<file path="config.mk">
export PLATFORM = sky130hd
export DESIGN_NAME = bclm_ctrl
export DESIGN_NICKNAME = d
export VERILOG_FILES = /design/src/rtl/bclm_pkg.sv /design/src/rtl/bclm_ctrl.sv
export SDC_FILE = /design/constraint.sdc
export NUM_CORES = 1
export LEC_CHECK = 0
export ABC_AREA = 1
export BUFFER_PORTS_ARGS = -buffer_cell sky130_fd_sc_hd__buf_2
export CAP_MARGIN = 20
export CORE_AREA = 2 2 39 41
export CTS_CLUSTER_SIZE = 30
export DETAILED_ROUTE_END_ITERATION = 6
export DIE_AREA = 0 0 41 43
export PLACE_DENSITY = 0.57
export SYNTH_ARGS = -nofsm -noshare
export SYNTH_HDL_FRONTEND = slang
export SYNTH_SLANG_ARGS = --single-unit
</file>
<file path="constraint.sdc">
create_clock -name clk_i -period 1 [get_ports clk_i]
set_input_delay 0.2 -clock clk_i [delete_from_list [all_inputs] [get_ports clk_i]]
set_output_delay 0.2 -clock clk_i [all_outputs]
set_load 0.01 [all_outputs]
</file>
<file path="src/rtl/bclm_pkg.sv">
// shared types and constants for the block cache core
package bclm_pkg;

  localparam int KeyW    = 31;
  localparam int WordW   = 64;
  localparam int IdxW    = 6;
  localparam int CapW    = 5;
  localparam int CfgIdxW = 1;

  localparam logic [CfgIdxW-1:0] CfgPolicy   = 1'b0;
  localparam logic [CfgIdxW-1:0] CfgCapacity = 1'b1;

  typedef enum logic [2:0] {
    ST_MISS     = 3'd0,
    ST_HIT      = 3'd1,
    ST_INSERTED = 3'd2,
    ST_EVICTED  = 3'd3,
    ST_STAGED   = 3'd4
  } status_e;

  typedef enum logic [3:0] {
    S_IDLE,
    S_DECIDE,
    S_HIT_RD,
    S_HIT_OUT,
    S_COPY,
    S_COPY_END,
    S_UPDATE,
    S_RESP
  } state_e;

  typedef struct packed {
    logic    capture;
    logic    decide;
    logic    cnt_clr;
    logic    cnt_inc;
    logic    fill_rd;
    logic    store_rd;
    logic    update;
    logic    resp_load;
    status_e resp_status;
  } cmd_t;

  typedef struct packed {
    logic action;
    logic last_word;
    logic hit;
    logic evict;
    logic cnt_last;
  } sts_t;

endpackage

</file>
<file path="src/rtl/bclm_ctrl.sv">
// sequencing state machine for lookups, staging and commits
module bclm_ctrl (
  input  logic          clk_i,
  input  logic          rst_ni,
  input  logic          in_valid_i,
  output logic          in_stall_o,
  output logic          out_valid_o,
  input  logic          out_stall_i,
  input  bclm_pkg::sts_t sts_i,
  output bclm_pkg::cmd_t cmd_o
);
  import bclm_pkg::*;

  state_e state_q, state_d;

  always_ff @(posedge clk_i or negedge rst_ni) begin
    if (!rst_ni) begin
      state_q <= S_IDLE;
    end else begin
      state_q <= state_d;
    end
  end

  always_comb begin
    state_d = state_q;
    case (state_q)
      S_IDLE: begin
        if (in_valid_i) state_d = S_DECIDE;
      end
      S_DECIDE: begin
        if (!sts_i.action) begin
          state_d = sts_i.hit ? S_HIT_RD : S_RESP;
        end else begin
          state_d = sts_i.last_word ? S_COPY : S_RESP;
        end
      end
      S_HIT_RD: state_d = S_HIT_OUT;
      S_HIT_OUT: begin
        if (!out_stall_i) state_d = sts_i.cnt_last ? S_UPDATE : S_HIT_RD;
      end
      S_COPY: begin
        if (sts_i.cnt_last) state_d = S_COPY_END;
      end
      S_COPY_END: state_d = S_UPDATE;
      S_UPDATE: state_d = sts_i.action ? S_RESP : S_IDLE;
      S_RESP: begin
        if (!out_stall_i) state_d = S_IDLE;
      end
      default: state_d = S_IDLE;
    endcase
  end

  always_comb begin
    cmd_o             = '0;
    cmd_o.resp_status = ST_MISS;
    case (state_q)
      S_IDLE: cmd_o.capture = in_valid_i;
      S_DECIDE: begin
        cmd_o.decide  = 1'b1;
        cmd_o.cnt_clr = 1'b1;
        if (!sts_i.action && !sts_i.hit) begin
          cmd_o.resp_load   = 1'b1;
          cmd_o.resp_status = ST_MISS;
        end else if (sts_i.action && !sts_i.last_word) begin
          cmd_o.resp_load   = 1'b1;
          cmd_o.resp_status = ST_STAGED;
        end
      end
      S_HIT_RD: begin
        cmd_o.store_rd    = 1'b1;
        cmd_o.resp_load   = 1'b1;
        cmd_o.resp_status = ST_HIT;
      end
      S_HIT_OUT: cmd_o.cnt_inc = !out_stall_i && !sts_i.cnt_last;
      S_COPY: begin
        cmd_o.fill_rd = 1'b1;
        cmd_o.cnt_inc = !sts_i.cnt_last;
      end
      S_UPDATE: begin
        cmd_o.update      = 1'b1;
        cmd_o.resp_load   = sts_i.action;
        cmd_o.resp_status = sts_i.evict ? ST_EVICTED : ST_INSERTED;
      end
      default: ;
    endcase
  end

  assign in_stall_o  = (state_q != S_IDLE);
  assign out_valid_o = (state_q == S_HIT_OUT) || (state_q == S_RESP);

endmodule

</file>
## Yosys cells after proc, flatten, opt, wreduce, memory -nomap -nowiden

Cells that the tools add are included.

- Flip-flop bits (word level): 4
- Bits of input ports: 9
- Output and inout port bits: 13
- Logic and storage cells: 44

- Equality and inequality tests: 11
- Muxes and demuxes: 20
- Reductions and logical operators: 12

Operator list:

| kind | number |
|---|---|
| one-hot mux 4 bit (8 select lines) | 1 |
| 2-to-1 mux 4 bit | 6 |
| equality test 4 x 3 -> 1 bit, second input constant | 4 |
| 2-to-1 mux 3 bit | 4 |
| one-hot mux 4 bit (3 select lines) | 1 |
| equality test 4 x 2 -> 1 bit, second input constant | 2 |
| != test 2 bit, second input constant | 4 |
| logical NOT 1 bit | 5 |
| 2-to-1 mux 1 bit | 5 |
| equality test 4 x 1 -> 1 bit, second input constant | 1 |
| logical NOT 4 bit | 1 |
| 2-to-1 mux 2 bit | 2 |
| AND reduction 4 bit | 1 |
| nonzero test 4 bit | 1 |
| logical AND 1 bit | 3 |
| one-hot mux 1 bit (2 select lines) | 1 |
| logical OR 1 bit | 1 |

## Depth between registers and ports, before layout

- Word-level depth: 5
- Gate-level depth with buffers: 8
- Depth with buffers taken out: 8

## Least setup slack after synthesis

No wires, ideal clock.

- Kind: flip-flop to output port
- From: reg state_q[1]
- To: out cmd_o[7] in the netlist's numbering
- Arrival: 1.063 ns
- Data required time: 0.800 ns
- Path slack: -0.263 ns
- Cell stages (with the launch flop): 5
- Buffers on the path: 0
- Path through: dfrtp_1 > nand2_1 > inv_2 > nand2_1 > o31ai_1

RTL lines:

| item | RTL line | RTL |
|---|---|---|
| start, declared | bclm_ctrl.sv:14 | `state_e state_q, state_d;` |
| start signal, assigned | bclm_ctrl.sv:20 | `state_q <= state_d;` |
| end, declared | bclm_ctrl.sv:10 | `output bclm_pkg::cmd_t cmd_o` |

==> qor.csv <==
metric,value,unit
outcome,"finished, violations left",
failing checks,negative setup slack,
post-route ant nets,0,
Row Count,14,
Filler cells,145,
switching power,1.11,mW
Sequential Area,78.8,µm²
leakage,0.411,nW
Via density,4.38,
Logic pwr share,0.771,
r2r setup slk,-0.26,ns
layout net count,108,
GR peak layer,met2,
Pwr Total,2.40,mW
Worst EP arrival,1.27,ns
"final std cell area, no fill",737,µm²
Max Clock Skew,0.00169,ns
Top-Level Pins,22,
global route overflow,0,
initial antenna violation count,0,
pin count of the biggest net entering global routing,9,
Max Cap Violations,0,
Slew Limit Fails,0,
WL final,1070,µm
Die H,43,µm
ANT cells,0,
htree depth,1,
Core Region,0.00138,mm²
final hold slack,0.301,ns
min-delay worst type,input pin to async pin,
Initial Util,0.262,
RSZ-0062 raised after global routing,yes,
Critical R2R Capture,state_q[1],
syn avg cell area,6.05,µm²
Post-DP Area,569,µm²
flip-flop and latch count after synthesis,3,
Syn Inst Count,60,
Die W,41,µm
"Hold Vio Cnt, Final",0,
Syn-to-layout area delta,103,%
GRT met3 Usage,0.0314,
Slew headroom,0.851,
VDD IR max,1450,µV
type of the worst setup path,register to primary output,
1st-pass router iterations,2,
nature of the critical path endpoint,primary output,
GP Congestion,0.711,
Yosys Warn Count,0,
"Reg clk slew, reported paths",0.04,ns
wire length per cell,9.40,µm
Sink Count,3,
Synth cell types,17,
Initial DRC Count,7,
Clock Latency Late Sink,0.22,ns
Clk pwr share,0.085,
share of power burned in registers,0.144,
via count,499,
DRC Markers,0,
CTS tree,done,
crit path time final,1.47,ns
detailed placement HPWL,779,µm
global-route wire length before repair,1720,µm
"commonest non-fill, non-tap cell in the layout",nand2_1,
global routing usage on met1,0.142,
Tightest Pin Transition,0.223,ns
PwrDens,3260,mW/mm²
vias in the first global route,456,
die area,0.00176,mm²
CP max FO,4,
Final setup viols,16,
sequential share of the synthesized area,0.207,
max FFs per register,3,
syn nets,69,
period utilisation layout,1.47,
switching share of total power,0.464,
Setup crit start kind,register,
maximum clock path buffer count,2,
RR Startpoint,state_q[2],
All-Layer GR Usage,0.141,
Top reg by flops,state_q,
share of layout cells above drive strength 1,0.643,
highest clock rate,0.683,GHz
Largest regs,state_q (3),
Synth Cell Area,363,µm²
reg2reg path depth,8,
Final Worst Setup Slack,-0.465,ns
area occupied by multi-input gates,300,µm²
IO buf count,21,
most frequent cells in the layout,"18 x nand2_1, 15 x buf_2, 10 x buf_6, 9 x buf_4",
CTS buffer count,3,
met2 Use GR,0.272,
Worst EP required,0.80,ns
CTS Root Cell,clkbuf_4,
P_int,1.29,mW
-- cells in the mapped netlist --
master,number,share of area
nand2_1,19,0.20
inv_2,6,0.062
nor2_1,6,0.062
inv_1,5,0.052
nand3_1,4,0.055
dfrtp_1,3,0.21
nand2_2,3,0.052
nor2_2,3,0.052
nand2_4,2,0.062
nand4_1,2,0.034
a21oi_1,1,0.014
buf_4,1,0.021
nor2_4,1,0.031
nor3_4,1,0.045
o21a_1,1,0.021
o21ai_1,1,0.014
o31ai_1,1,0.021
-- routing by layer --
metal  up-vias  wire length (µm)  share of wire
li1        261                 -              -
met1       222               402           0.38
met2        16               604           0.56
met3         0                64          0.060
met4         0                 0              0
met5         -                 0              0
-- critical path: stages (launching register included) --
cell and delay (ns):
dfrtp_2 0.40, buf_4 0.15, nand2_1 0.06, inv_2 0.06, nand2_1 0.05, o31ai_2 0.16, buf_2 0.16
-- area by class of cell --
type | instances | area share
tap | 16 | 0.0272
timing repair buffer | 35 | 0.360
inverter | 11 | 0.0628
multi-input combinational | 45 | 0.407
sequential | 3 | 0.107
clock buffer | 4 | 0.0357
-- metrics by stage --
stage,setup TNS [ns],setup WS [ns],util,instances
3_3_place_gp,-2.47,-0.218,0.411,104
6_report,-5.89,-0.465,0.533,114
4_1_cts,-5.39,-0.480,0.516,111
5_1_grt,-7.04,-0.547,0.533,114
2_1_floorplan,-1.09,-0.196,-,60
3_5_place_dp,-2.60,-0.238,0.411,104
-- worst max-delay path by stage --
stage,from,endpoint,slack [ns],cells past startpoint
2_1_floorplan,state_q[1],cmd_o[2],-0.20,3
3_3_place_gp,state_q[2],cmd_o[3],-0.22,4
3_5_place_dp,state_q[1],cmd_o[7],-0.24,6
4_1_cts,state_q[1],cmd_o[2],-0.48,4
5_1_grt,state_q[0],cmd_o[2],-0.55,5
6_report,state_q[0],cmd_o[7],-0.47,6
-- cell families (layout without fill, tap and decap cells) --
group	count (synthesis)	after routing	synth area share
and+or+nand+nor	41	41	0.590
buffers and inverters	12	50	0.134
AOI/OAI and AO/OA	4	4	0.0690
DFF	3	3	0.207
-- power groups by stage --
stage	Combinational (mW)	Clock (mW)	Sequential [mW]
finish	1.85	0.203	0.345
global placement	1.30	0	0.323
global route	2.04	0.231	0.353
CTS	1.72	0.213	0.367
detailed placement	1.32	0	0.325
floorplan	0.844	0	0.307
-- repair_timing --
action,in CTS,in global routing
setup endpoints to repair,16,16
cloned,0,0
resized for setup,20,0
pin swaps,2,4
setup buffers,2,3
endpoints found under the hold margin,3,0
hold buffers,1,0
Note: power is estimated with default switching activity, not from simulation.
